**src/rtl/core/mfd_pkg.sv**
```systemverilog
// Shared types, codes and constant tables for the message frame deframer.
`default_nettype none

package mfd_pkg;

    // Parser position within a frame, one-hot.
    typedef enum logic [4:0] {
        PH_MAGIC   = 5'b00001,
        PH_LENGTH  = 5'b00010,
        PH_PROTO   = 5'b00100,
        PH_STRING  = 5'b01000,
        PH_CONTENT = 5'b10000
    } t_phase;

    typedef enum logic [2:0] {
        ERR_NONE     = 3'd0,
        ERR_MAGIC    = 3'd1,
        ERR_PROTOCOL = 3'd2,
        ERR_OVERRUN  = 3'd3,
        ERR_MISSING  = 3'd4,
        ERR_SHORT    = 3'd5
    } t_err;

    typedef logic signed [31:0] t_seq;

    // Field codes reported with each beat.
    localparam logic [3:0] FIELD_MAGIC   = 4'd0;
    localparam logic [3:0] FIELD_LENGTH  = 4'd1;
    localparam logic [3:0] FIELD_PROTO   = 4'd2;
    localparam logic [3:0] FIELD_STR0    = 4'd3;
    localparam logic [3:0] FIELD_CONTENT = 4'd11;

    // Positions of the string fields that the parser looks into.
    localparam logic [2:0] STR_DEST    = 3'd0;
    localparam logic [2:0] STR_SUBJECT = 3'd2;
    localparam logic [2:0] STR_SEQ     = 3'd5;
    localparam logic [2:0] STR_EVENT   = 3'd7;

    localparam logic [1:0] HDR_LAST = 2'd3;
    localparam logic [3:0] ANN_LEN  = 4'd13;

    localparam logic [7:0] CH_NUL   = 8'h00;
    localparam logic [7:0] CH_TAB   = 8'h09;
    localparam logic [7:0] CH_CR    = 8'h0D;
    localparam logic [7:0] CH_SPACE = 8'h20;
    localparam logic [7:0] CH_PLUS  = 8'h2B;
    localparam logic [7:0] CH_MINUS = 8'h2D;
    localparam logic [7:0] CH_ZERO  = 8'h30;
    localparam logic [7:0] CH_NINE  = 8'h39;

    typedef struct packed {
        logic [7:0] echo_byte;
        logic [3:0] field_code;
        logic       is_terminator;
        logic       end_of_frame;
        t_err       error_code;
        t_seq       sequence_number;
        logic       to_empty;
        logic       is_announce;
    } t_result;

    function automatic logic [7:0] magic_byte(input logic [1:0] idx);
        logic [7:0] c;
        unique case (idx)
            2'd0:    c = 8'hAA;
            2'd1:    c = 8'hAA;
            2'd2:    c = 8'h30;
            default: c = 8'h33;
        endcase
        return c;
    endfunction

    // Announce subject text, one character per index.
    function automatic logic [7:0] announce_char(input logic [3:0] idx);
        logic [7:0] c;
        unique case (idx)
            4'd0:    c = 8'h24;  // $
            4'd1:    c = 8'h45;  // E
            4'd2:    c = 8'h50;  // P
            4'd3:    c = 8'h3A;  // :
            4'd4:    c = 8'h3A;  // :
            4'd5:    c = 8'h41;  // A
            4'd6:    c = 8'h4E;  // N
            4'd7:    c = 8'h4E;  // N
            4'd8:    c = 8'h4F;  // O
            4'd9:    c = 8'h55;  // U
            4'd10:   c = 8'h4E;  // N
            4'd11:   c = 8'h43;  // C
            4'd12:   c = 8'h45;  // E
            default: c = 8'h00;
        endcase
        return c;
    endfunction

endpackage

`default_nettype wire

```
**src/rtl/core/mfd_if.sv**
```systemverilog
// Valid/ready channel interfaces for the deframer's byte input and result output.
`default_nettype none

interface mfd_byte_if;
    logic       valid;
    logic       ready;
    logic [7:0] data_byte;
    logic       restart;

    modport source (output valid, output data_byte, output restart, input ready);
    modport sink   (input valid, input data_byte, input restart, output ready);
endinterface

interface mfd_result_if;
    logic              valid;
    logic              ready;
    logic [7:0]        echo_byte;
    logic [3:0]        field_code;
    logic              is_terminator;
    logic              end_of_frame;
    logic [2:0]        error_code;
    logic signed [31:0] sequence_number;
    logic              to_empty;
    logic              is_announce;

    modport source (
        output valid, output echo_byte, output field_code, output is_terminator,
        output end_of_frame, output error_code, output sequence_number,
        output to_empty, output is_announce, input ready
    );
    modport sink (
        input valid, input echo_byte, input field_code, input is_terminator,
        input end_of_frame, input error_code, input sequence_number,
        input to_empty, input is_announce, output ready
    );
endinterface

`default_nettype wire

```
**src/rtl/core/mfd_parser.sv**
```systemverilog
// Frame parser: per-byte state update and result labeling in a single pass.
`default_nettype none

module mfd_parser #(
    parameter int LENGTH_BITS = 32,
    parameter int SEQ_BITS    = 32
) (
    input  wire logic             i_clk,
    input  wire logic             i_rst_n,
    input  wire logic             i_take,
    input  wire logic [7:0]       i_data_byte,
    input  wire logic             i_restart,
    output mfd_pkg::t_result      o_result
);

    mfd_pkg::t_phase      r_phase, n_phase, c_phase;
    logic [1:0]           r_hbc, n_hbc, c_hbc;
    logic [2:0]           r_str_idx, n_str_idx, c_str_idx;
    logic [LENGTH_BITS-1:0] r_rem, n_rem, c_rem;
    logic [SEQ_BITS-1:0]  r_acc, n_acc, c_acc;
    logic                 r_neg, n_neg, c_neg;
    logic                 r_done, n_done, c_done;
    logic                 r_started, n_started, c_started;
    logic [3:0]           r_smi, n_smi, c_smi;
    logic                 r_sm, n_sm, c_sm;
    logic                 r_dest_empty, n_dest_empty, c_dest_empty;
    mfd_pkg::t_err        r_err, n_err, c_err;

    logic [LENGTH_BITS-1:0] rem_dec;
    logic [SEQ_BITS-1:0]    acc_digit;
    logic [SEQ_BITS-1:0]    seq_mag;
    logic                   is_space;
    logic                   is_digit;
    mfd_pkg::t_err          err;
    logic                   term;
    logic                   eof;
    logic                   subj_done;
    logic [3:0]             field;

    // A restart beat sees the reset state.
    always_comb begin
        if (i_restart) begin
            c_phase      = mfd_pkg::PH_MAGIC;
            c_hbc        = '0;
            c_str_idx    = '0;
            c_rem        = '0;
            c_acc        = '0;
            c_neg        = 1'b0;
            c_done       = 1'b0;
            c_started    = 1'b0;
            c_smi        = '0;
            c_sm         = 1'b1;
            c_dest_empty = 1'b1;
            c_err        = mfd_pkg::ERR_NONE;
        end else begin
            c_phase      = r_phase;
            c_hbc        = r_hbc;
            c_str_idx    = r_str_idx;
            c_rem        = r_rem;
            c_acc        = r_acc;
            c_neg        = r_neg;
            c_done       = r_done;
            c_started    = r_started;
            c_smi        = r_smi;
            c_sm         = r_sm;
            c_dest_empty = r_dest_empty;
            c_err        = r_err;
        end
    end

    assign rem_dec   = c_rem - LENGTH_BITS'(1);
    assign acc_digit = (c_acc << 3) + (c_acc << 1) + SEQ_BITS'(i_data_byte[3:0]);
    assign is_space  = (i_data_byte == mfd_pkg::CH_SPACE) ||
                       ((i_data_byte >= mfd_pkg::CH_TAB) && (i_data_byte <= mfd_pkg::CH_CR));
    assign is_digit  = (i_data_byte >= mfd_pkg::CH_ZERO) && (i_data_byte <= mfd_pkg::CH_NINE);

    always_comb begin
        n_phase      = c_phase;
        n_hbc        = c_hbc;
        n_str_idx    = c_str_idx;
        n_rem        = c_rem;
        n_acc        = c_acc;
        n_neg        = c_neg;
        n_done       = c_done;
        n_started    = c_started;
        n_smi        = c_smi;
        n_sm         = c_sm;
        n_dest_empty = c_dest_empty;
        n_err        = c_err;
        err          = mfd_pkg::ERR_NONE;
        term         = 1'b0;
        eof          = 1'b0;

        // Once an error is held, nothing moves until restart.
        if (c_err == mfd_pkg::ERR_NONE) begin
            unique case (c_phase)
                mfd_pkg::PH_MAGIC: begin
                    if (c_hbc == '0) begin
                        n_acc        = '0;
                        n_neg        = 1'b0;
                        n_done       = 1'b0;
                        n_started    = 1'b0;
                        n_smi        = '0;
                        n_sm         = 1'b1;
                        n_dest_empty = 1'b1;
                    end
                    if (i_data_byte != mfd_pkg::magic_byte(c_hbc)) begin
                        err = mfd_pkg::ERR_MAGIC;
                    end else if (c_hbc == mfd_pkg::HDR_LAST) begin
                        n_phase = mfd_pkg::PH_LENGTH;
                        n_hbc   = '0;
                        n_rem   = '0;
                    end else begin
                        n_hbc = c_hbc + 2'd1;
                    end
                end
                mfd_pkg::PH_LENGTH: begin
                    // Only the low bits of a wide length survive the shift.
                    n_rem = {c_rem[LENGTH_BITS-9:0], i_data_byte};
                    if (c_hbc == mfd_pkg::HDR_LAST) begin
                        n_hbc = '0;
                        if (n_rem < LENGTH_BITS'(4)) begin
                            err = mfd_pkg::ERR_SHORT;
                        end else begin
                            n_phase = mfd_pkg::PH_PROTO;
                        end
                    end else begin
                        n_hbc = c_hbc + 2'd1;
                    end
                end
                mfd_pkg::PH_PROTO: begin
                    n_rem = rem_dec;
                    if (i_data_byte != mfd_pkg::CH_NUL) begin
                        err = mfd_pkg::ERR_PROTOCOL;
                    end else if (c_hbc == mfd_pkg::HDR_LAST) begin
                        n_hbc = '0;
                        if (rem_dec == '0) begin
                            err = mfd_pkg::ERR_OVERRUN;
                        end else begin
                            n_phase   = mfd_pkg::PH_STRING;
                            n_str_idx = '0;
                        end
                    end else begin
                        n_hbc = c_hbc + 2'd1;
                    end
                end
                mfd_pkg::PH_STRING: begin
                    n_rem = rem_dec;
                    if (i_data_byte == mfd_pkg::CH_NUL) begin
                        term = 1'b1;
                        if (c_str_idx == mfd_pkg::STR_SUBJECT && c_smi != mfd_pkg::ANN_LEN) begin
                            n_sm = 1'b0;
                        end
                        if (rem_dec == '0) begin
                            if (c_str_idx == mfd_pkg::STR_EVENT) begin
                                eof     = 1'b1;
                                n_phase = mfd_pkg::PH_MAGIC;
                            end else begin
                                err = mfd_pkg::ERR_MISSING;
                            end
                        end else if (c_str_idx == mfd_pkg::STR_EVENT) begin
                            n_phase = mfd_pkg::PH_CONTENT;
                        end else begin
                            n_str_idx = c_str_idx + 3'd1;
                        end
                    end else begin
                        if (c_str_idx == mfd_pkg::STR_DEST) begin
                            n_dest_empty = 1'b0;
                        end else if (c_str_idx == mfd_pkg::STR_SUBJECT) begin
                            if (c_smi < mfd_pkg::ANN_LEN &&
                                i_data_byte == mfd_pkg::announce_char(c_smi)) begin
                                n_smi = c_smi + 4'd1;
                            end else begin
                                n_sm = 1'b0;
                            end
                        end else if (c_str_idx == mfd_pkg::STR_SEQ && !c_done) begin
                            // Skip leading blanks, take one sign, then digits.
                            if (!c_started && is_space) begin
                                n_started = 1'b0;
                            end else if (!c_started && (i_data_byte == mfd_pkg::CH_PLUS ||
                                                        i_data_byte == mfd_pkg::CH_MINUS)) begin
                                n_started = 1'b1;
                                n_neg     = (i_data_byte == mfd_pkg::CH_MINUS);
                            end else if (is_digit) begin
                                n_started = 1'b1;
                                n_acc     = acc_digit;
                            end else begin
                                n_done = 1'b1;
                            end
                        end
                        if (rem_dec == '0) begin
                            err = mfd_pkg::ERR_OVERRUN;
                        end
                    end
                end
                mfd_pkg::PH_CONTENT: begin
                    n_rem = rem_dec;
                    if (rem_dec == '0) begin
                        eof     = 1'b1;
                        n_phase = mfd_pkg::PH_MAGIC;
                    end
                end
                default: begin
                    n_phase = mfd_pkg::PH_MAGIC;
                    n_hbc   = '0;
                end
            endcase
            n_err = err;
        end
    end

    always_comb begin
        unique case (c_phase)
            mfd_pkg::PH_MAGIC:   field = mfd_pkg::FIELD_MAGIC;
            mfd_pkg::PH_LENGTH:  field = mfd_pkg::FIELD_LENGTH;
            mfd_pkg::PH_PROTO:   field = mfd_pkg::FIELD_PROTO;
            mfd_pkg::PH_STRING:  field = mfd_pkg::FIELD_STR0 + 4'(c_str_idx);
            mfd_pkg::PH_CONTENT: field = mfd_pkg::FIELD_CONTENT;
            default:             field = mfd_pkg::FIELD_MAGIC;
        endcase
    end

    // The subject is settled once the parser is past it or the frame closed.
    assign subj_done = eof || (n_phase == mfd_pkg::PH_CONTENT) ||
                       ((n_phase == mfd_pkg::PH_STRING) && (n_str_idx > mfd_pkg::STR_SUBJECT));

    assign seq_mag = n_neg ? (SEQ_BITS'(0) - n_acc) : n_acc;

    always_comb begin
        o_result.echo_byte       = i_data_byte;
        o_result.field_code      = field;
        o_result.is_terminator   = term;
        o_result.end_of_frame    = eof;
        o_result.error_code      = n_err;
        o_result.sequence_number = mfd_pkg::t_seq'($signed(seq_mag));
        o_result.to_empty        = n_dest_empty;
        o_result.is_announce     = n_dest_empty && n_sm && subj_done;
    end

    always_ff @(posedge i_clk) begin
        if (!i_rst_n) begin
            r_phase      <= mfd_pkg::PH_MAGIC;
            r_hbc        <= '0;
            r_str_idx    <= '0;
            r_rem        <= '0;
            r_acc        <= '0;
            r_neg        <= 1'b0;
            r_done       <= 1'b0;
            r_started    <= 1'b0;
            r_smi        <= '0;
            r_sm         <= 1'b1;
            r_dest_empty <= 1'b1;
            r_err        <= mfd_pkg::ERR_NONE;
        end else if (i_take) begin
            r_phase      <= n_phase;
            r_hbc        <= n_hbc;
            r_str_idx    <= n_str_idx;
            r_rem        <= n_rem;
            r_acc        <= n_acc;
            r_neg        <= n_neg;
            r_done       <= n_done;
            r_started    <= n_started;
            r_smi        <= n_smi;
            r_sm         <= n_sm;
            r_dest_empty <= n_dest_empty;
            r_err        <= n_err;
        end
    end

endmodule

`default_nettype wire

```
**src/rtl/core/mfd_out_buf.sv**
```systemverilog
// Result register with a skid stage so input stays open while a result waits.
`default_nettype none

module mfd_out_buf (
    input  wire logic              i_clk,
    input  wire logic              i_rst_n,
    input  wire logic              i_valid,
    output      logic              o_ready,
    input  wire mfd_pkg::t_result  i_data,
    output      logic              o_valid,
    input  wire logic              i_ready,
    output      mfd_pkg::t_result  o_data
);

    logic             r_out_valid;
    logic             r_skid_valid;
    mfd_pkg::t_result r_out;
    mfd_pkg::t_result r_skid;
    logic             take_in;
    logic             take_out;

    assign o_ready  = !r_skid_valid;
    assign o_valid  = r_out_valid;
    assign o_data   = r_out;
    assign take_in  = i_valid && !r_skid_valid;
    assign take_out = r_out_valid && i_ready;

    always_ff @(posedge i_clk) begin
        if (!i_rst_n) begin
            r_out_valid  <= 1'b0;
            r_skid_valid <= 1'b0;
        end else if (r_skid_valid) begin
            if (take_out) begin
                r_skid_valid <= 1'b0;
            end
        end else if (take_in) begin
            if (!r_out_valid || take_out) begin
                r_out_valid <= 1'b1;
            end else begin
                r_skid_valid <= 1'b1;
            end
        end else if (take_out) begin
            r_out_valid <= 1'b0;
        end
    end

    // Payload moves without reset; the valid flags above qualify it.
    always_ff @(posedge i_clk) begin
        if (r_skid_valid) begin
            if (take_out) begin
                r_out <= r_skid;
            end
        end else if (take_in) begin
            if (!r_out_valid || take_out) begin
                r_out <= i_data;
            end else begin
                r_skid <= i_data;
            end
        end
    end

endmodule

`default_nettype wire

```
**src/rtl/core/message_frame_deframer.sv**
```systemverilog
// Byte-serial message frame deframer, top level.
// Takes one stream byte per beat and returns one labeled result beat for it:
// field code, string terminator and end-of-frame marks, the held error code,
// the running decimal sequence number, and the empty-destination and announce
// flags. The parser finishes each byte in the cycle it is accepted, so the block
// sustains one byte per clock while input ready is high; each result is registered.
// The result register is backed by a skid stage, so one more byte is taken
// while a result waits, and input ready drops only when both are full.
// A beat with restart set discards any partial frame and clears a held error
// before its byte is parsed. Errors otherwise persist until restart.
`default_nettype none

module message_frame_deframer #(
    parameter int LENGTH_BITS = 32,
    parameter int SEQ_BITS    = 32
) (
    input  wire logic     i_clk,
    input  wire logic     i_rst_n,
    mfd_byte_if.sink      i_byte,
    mfd_result_if.source  o_result
);

    mfd_pkg::t_result parsed;
    mfd_pkg::t_result buffered;
    logic             in_ready;
    logic             take;

    assign i_byte.ready = in_ready;
    assign take         = i_byte.valid && in_ready;

    mfd_parser #(
        .LENGTH_BITS (LENGTH_BITS),
        .SEQ_BITS    (SEQ_BITS)
    ) u_parser (
        .i_clk       (i_clk),
        .i_rst_n     (i_rst_n),
        .i_take      (take),
        .i_data_byte (i_byte.data_byte),
        .i_restart   (i_byte.restart),
        .o_result    (parsed)
    );

    mfd_out_buf u_out_buf (
        .i_clk   (i_clk),
        .i_rst_n (i_rst_n),
        .i_valid (i_byte.valid),
        .o_ready (in_ready),
        .i_data  (parsed),
        .o_valid (o_result.valid),
        .i_ready (o_result.ready),
        .o_data  (buffered)
    );

    assign o_result.echo_byte       = buffered.echo_byte;
    assign o_result.field_code      = buffered.field_code;
    assign o_result.is_terminator   = buffered.is_terminator;
    assign o_result.end_of_frame    = buffered.end_of_frame;
    assign o_result.error_code      = buffered.error_code;
    assign o_result.sequence_number = buffered.sequence_number;
    assign o_result.to_empty        = buffered.to_empty;
    assign o_result.is_announce     = buffered.is_announce;

endmodule

`default_nettype wire
```
**src/flat_wrapper.sv**
```systemverilog
// flat-port wrapper written by rule: the top's interface ports become plain ports
module message_frame_deframer_flat 
#(
    parameter int LENGTH_BITS = 32,
    parameter int SEQ_BITS    = 32
)
  (i_clk, i_rst_n, i_byte_valid, i_byte_data_byte, i_byte_restart, i_byte_ready, o_result_valid, o_result_echo_byte, o_result_field_code, o_result_is_terminator, o_result_end_of_frame, o_result_error_code, o_result_sequence_number, o_result_to_empty, o_result_is_announce, o_result_ready);
  mfd_byte_if i_byte_i ();
  mfd_result_if o_result_i ();
  input  wire logic i_clk;
  input  wire logic i_rst_n;
  input wire logic [$bits(i_byte_i.valid)-1:0] i_byte_valid;
  input wire logic [$bits(i_byte_i.data_byte)-1:0] i_byte_data_byte;
  input wire logic [$bits(i_byte_i.restart)-1:0] i_byte_restart;
  output wire logic [$bits(i_byte_i.ready)-1:0] i_byte_ready;
  output wire logic [$bits(o_result_i.valid)-1:0] o_result_valid;
  output wire logic [$bits(o_result_i.echo_byte)-1:0] o_result_echo_byte;
  output wire logic [$bits(o_result_i.field_code)-1:0] o_result_field_code;
  output wire logic [$bits(o_result_i.is_terminator)-1:0] o_result_is_terminator;
  output wire logic [$bits(o_result_i.end_of_frame)-1:0] o_result_end_of_frame;
  output wire logic [$bits(o_result_i.error_code)-1:0] o_result_error_code;
  output wire logic [$bits(o_result_i.sequence_number)-1:0] o_result_sequence_number;
  output wire logic [$bits(o_result_i.to_empty)-1:0] o_result_to_empty;
  output wire logic [$bits(o_result_i.is_announce)-1:0] o_result_is_announce;
  input wire logic [$bits(o_result_i.ready)-1:0] o_result_ready;
  assign i_byte_i.valid = i_byte_valid;
  assign i_byte_i.data_byte = i_byte_data_byte;
  assign i_byte_i.restart = i_byte_restart;
  assign i_byte_ready = i_byte_i.ready;
  assign o_result_valid = o_result_i.valid;
  assign o_result_echo_byte = o_result_i.echo_byte;
  assign o_result_field_code = o_result_i.field_code;
  assign o_result_is_terminator = o_result_i.is_terminator;
  assign o_result_end_of_frame = o_result_i.end_of_frame;
  assign o_result_error_code = o_result_i.error_code;
  assign o_result_sequence_number = o_result_i.sequence_number;
  assign o_result_to_empty = o_result_i.to_empty;
  assign o_result_is_announce = o_result_i.is_announce;
  assign o_result_i.ready = o_result_ready;
  message_frame_deframer #(.LENGTH_BITS(LENGTH_BITS), .SEQ_BITS(SEQ_BITS)) u_core (.i_clk(i_clk), .i_rst_n(i_rst_n), .i_byte(i_byte_i), .o_result(o_result_i));
endmodule
```
**config.mk**
```make
export PLATFORM = sky130hd
export DESIGN_NAME = message_frame_deframer_flat
export DESIGN_NICKNAME = d
export VERILOG_FILES = /design/src/rtl/core/mfd_pkg.sv /design/src/rtl/core/mfd_if.sv /design/src/rtl/core/mfd_parser.sv /design/src/rtl/core/mfd_out_buf.sv /design/src/rtl/core/message_frame_deframer.sv /design/src/flat_wrapper.sv
export SDC_FILE = /design/constraint.sdc
export NUM_CORES = 1
export LEC_CHECK = 0
export BUFFER_PORTS_ARGS = -buffer_cell sky130_fd_sc_hd__buf_2
export CAP_MARGIN = 20
export CORE_MARGIN = 3
export CORE_UTILIZATION = 33
export CTS_BUF_LIST = sky130_fd_sc_hd__clkbuf_16
export DETAILED_ROUTE_END_ITERATION = 10
export GPL_ROUTABILITY_DRIVEN = 0
export PLACE_DENSITY = 0.52
export SYNTH_ARGS = -nofsm -noshare
export SYNTH_HDL_FRONTEND = slang
export SYNTH_SLANG_ARGS = --single-unit
```
**constraint.sdc**
```tcl
create_clock -name i_clk -period 8.8 [get_ports i_clk]
set_clock_uncertainty 0.05 [all_clocks]
set_input_delay 2.64 -clock i_clk [delete_from_list [all_inputs] [get_ports i_clk]]
set_output_delay 2.64 -clock i_clk [all_outputs]
set_load 0.03 [all_outputs]
```
==> metrics.txt <==
clock insertion delay at the later pin of the skew report=460 ps; overall power of the completed layout=2.10 mW; hold_ws=427 ps; Synthesized Nets=1663; Detail Placement HPWL=30500 um; Chip Width=211 um; DRC violation count after routing=0; Hold Crit Class=register to register; via count of the first global-routing pass=11471; largest net degree at the start of global routing=70; total congestion overflow=0; achievable clock frequency=0.138 GHz; arrival time at the worst endpoint=7420 ps; final critical-path setup slack=1530 ps; cell type with the largest total area after synthesis=sky130_fd_sc_hd__edfxtp_1; number of hold-repair buffers added at the cts stage=0; count of routing violations after the opening detailed-route iteration=956; buffer levels on the longest clock path=2; Final min period=7270 ps; count of distinct cell types in the synthesized netlist=99; netlist area before placement=13800 um2; Startpoint Class=input port; number of enable-type register cells in the synthesized netlist=102; clock edge transition at the registers on the reported setup and hold paths=70 ps; proportion of register bits with asynchronous set or reset after synthesis=0%; wire length of the first global-routing pass=66900 um; top cells by instance count after synthesis=sky130_fd_sc_hd__nor2_1 (166), sky130_fd_sc_hd__nand2_1 (125), sky130_fd_sc_hd__a21oi_1 (121), sky130_fd_sc_hd__edfxtp_1 (102), sky130_fd_sc_hd__dfxtp_1 (88); area fraction of the dominant cell type after synthesis=22.2%; Total Neg Setup Slack=0 ps; count of buffers inserted at the top-level ports=65; H-tree depth reported by CTS=4; Max Cap Viol=0; combined global-route utilization of all metal layers=19.0%; count of pins on the block boundary=66; pwr/cell area=139 nW/um2; routed wire length=42600 um; antenna diode count=0; number of storage elements in the synthesis netlist=190; kind of critical path=input port to register; root buffer cell=sky130_fd_sc_hd__clkbuf_16; Gate Count Post-Synth=1575; worst-case headroom to the max-slew limit=33.3%; TritonRoute pass-1 iters=6; Worst Path Max Fanout=30; clock net sink count=190; Initial Utilization=33.6%; Final setup violation count=0; CTS tree=done; Crit. End Element=register; number of setup buffers added after CTS=0; floorplan core area=41100 um2; final clock period utilization by the worst path=82.6%; static leakage=5.82 nW; number of vias per cell after detailed routing=5.74; number of instances resized during post-cts repair=0; initial antenna violation count=0; fin nets=1660; Antenna Violating Nets Remaining=0; max-slew violation total from the final report=0; worst-case vdd ir drop=0.107 mV; vias=12159; synthesized area per cell=8.76 um2; ranking of synthesized cells by area=sky130_fd_sc_hd__edfxtp_1 (22%), sky130_fd_sc_hd__dfxtp_1 (13%), sky130_fd_sc_hd__ha_1 (6.7%); slew of the pin with the lowest slew margin=997 ps; num rows=74; Required @ worst endpoint=8950 ps; routed wire length per instance=20.1 um; total clock buffers created by CTS=17; most frequent cell after synthesis=sky130_fd_sc_hd__nor2_1; number of warnings reported in the yosys synthesis log=0; share of synthesized area occupied by flip-flops and latches=35.0%; most used flip-flop cell after synthesis=sky130_fd_sc_hd__edfxtp_1; fraction of layout instances using a drive strength above 1=14.1%; die span in y=211 um; number of endpoints with negative hold slack in the final report=0; area of the die=44300 um2; RSZ-0062 raised after global routing=false; status=finished clean; setup slack at placement=1130 ps; area growth from synthesis to layout=9.18%
-- routing by layer --
metal	up-vias	wire length, um	global-route usage [%]
li1	5866	-	-
met1	5838	20500	27.1
met2	396	18800	29.8
met3	59	2270	2.60
met4	0	1080	6.33
met5	-	0	0
-- cells by family (layout without fill, tap and decap cells) --
| family | count (synthesis) | count (layout) | synth area share (%) |
|---|---|---|---|
| adders and majority gates | 75 | 75 | 6.85 |
| xor gates and xnor gates | 73 | 73 | 4.63 |
| AOI/OAI and AO/OA | 437 | 437 | 21.8 |
| DFF | 190 | 190 | 35.0 |
| and+or+nand+nor | 598 | 598 | 22.6 |
| muxes | 62 | 62 | 4.95 |
| buffers and inverters | 140 | 150 | 4.17 |
-- where the power goes --
part	internal (mW)	total [mW]	switching, mW	leakage [nW]
Sequential	0.975	0.996	0.0205	1.73
Clock	0.365	0.734	0.369	0.260
Combinational	0.113	0.371	0.258	3.83
Total	1.45	2.10	0.647	5.82
-- area by class of cell --
cell class              count  area [um2]
clock buffers              17         425
clock inverters            15         113
fillers                  4227       26000
inverters                  32         120
multi-input cells        1245        8430
flip-flops and latches    190        4820
well taps                 532         666
repair buffers             86         490
-- layout by cell type (no fill, tap or decap), types with 6 or more instances in the layout --
cell type,synthesis,layout
sky130_fd_sc_hd__nor2_1,166,166
sky130_fd_sc_hd__nand2_1,125,125
sky130_fd_sc_hd__a21oi_1,121,120
sky130_fd_sc_hd__edfxtp_1,102,102
sky130_fd_sc_hd__dfxtp_1,88,88
sky130_fd_sc_hd__ha_1,74,74
sky130_fd_sc_hd__o21ai_0,74,73
sky130_fd_sc_hd__buf_2,16,65
sky130_fd_sc_hd__nand3_1,50,50
sky130_fd_sc_hd__mux2_2,48,48
sky130_fd_sc_hd__nor2b_1,47,46
sky130_fd_sc_hd__xnor2_1,46,46
sky130_fd_sc_hd__nor3_1,42,42
sky130_fd_sc_hd__a211oi_1,35,35
sky130_fd_sc_hd__inv_1,29,30
sky130_fd_sc_hd__a22oi_1,28,28
sky130_fd_sc_hd__xor2_1,27,27
sky130_fd_sc_hd__nand4_1,24,24
sky130_fd_sc_hd__a31oi_1,23,23
sky130_fd_sc_hd__and3_1,22,21
sky130_fd_sc_hd__buf_4,6,20
sky130_fd_sc_hd__nor4_1,18,18
sky130_fd_sc_hd__clkbuf_16,0,17
sky130_fd_sc_hd__nand2b_1,15,15
sky130_fd_sc_hd__a21o_1,15,15
sky130_fd_sc_hd__and2_1,14,14
sky130_fd_sc_hd__o31ai_1,14,14
sky130_fd_sc_hd__mux2i_1,12,12
sky130_fd_sc_hd__o211ai_1,12,12
sky130_fd_sc_hd__or3_1,11,11
sky130_fd_sc_hd__o21ai_1,9,9
sky130_fd_sc_hd__or4_1,8,8
sky130_fd_sc_hd__o22ai_1,8,8
sky130_fd_sc_hd__a21boi_0,8,8
sky130_fd_sc_hd__o21a_1,7,7
sky130_fd_sc_hd__or2_2,7,7
sky130_fd_sc_hd__nor3b_1,7,6
-- through the flow --
stage,instances,utilization (%),instance area (um2)
CTS,2116,36.6,15100
detailed placement,2084,35.3,14500
global route,2117,36.7,15100
global placement,2084,35.3,14500
finish,2117,36.7,15100
floorplan,1575,-,13800
-- worst max-delay path, stage by stage --
cell and delay [ps]:
sky130_fd_sc_hd__buf_2 170, sky130_fd_sc_hd__buf_4 260, sky130_fd_sc_hd__nor2b_1 360, sky130_fd_sc_hd__xor2_1 190
sky130_fd_sc_hd__ha_1 280, sky130_fd_sc_hd__fa_1 460, sky130_fd_sc_hd__a21o_1 210, sky130_fd_sc_hd__a221o_1 390
sky130_fd_sc_hd__a41oi_4 320, sky130_fd_sc_hd__o311ai_2 190, sky130_fd_sc_hd__xor2_1 170, sky130_fd_sc_hd__a22oi_1 400
sky130_fd_sc_hd__nand4b_1 310, sky130_fd_sc_hd__nor4_4 430, sky130_fd_sc_hd__a31oi_1 170, sky130_fd_sc_hd__xnor2_1 160
sky130_fd_sc_hd__mux2_2 280
-- sequential cells by signal, indices dropped and copies added (netlist names) --
name / flops
u_core.u_parser.r_sm: 1
u_core.u_out_buf.r_skid_valid: 1
u_core.u_parser.r_str_idx: 3
u_core.u_out_buf.o_valid: 1
u_core.u_out_buf.r_skid: 51
u_core.u_parser.r_smi: 4
u_core.u_parser.r_done: 1
u_core.u_parser.r_started: 1
u_core.u_parser.r_rem: 32
u_core.u_parser.r_dest_empty: 1
u_core.u_parser.r_err: 3
u_core.u_parser.r_phase: 5
u_core.u_parser.r_acc: 32
u_core.u_parser.r_neg: 1
u_core.u_parser.r_hbc: 2
u_core.u_out_buf.o_data: 51
-- final timing paths --
check                            startpoint                     endpoint  slack, ps  cells past startpoint
setup / recovery             i_byte_restart  u_core.u_out_buf.o_data[31]       1530                     17
hold / removal    u_core.u_parser.r_started    u_core.u_parser.r_started        430                      2
setup reg to reg   u_core.u_parser.r_acc[0]  u_core.u_out_buf.o_data[31]       3820                     15
hold reg to reg   u_core.u_parser.r_started    u_core.u_parser.r_started        430                      2
(Power assumes the default switching activity.)
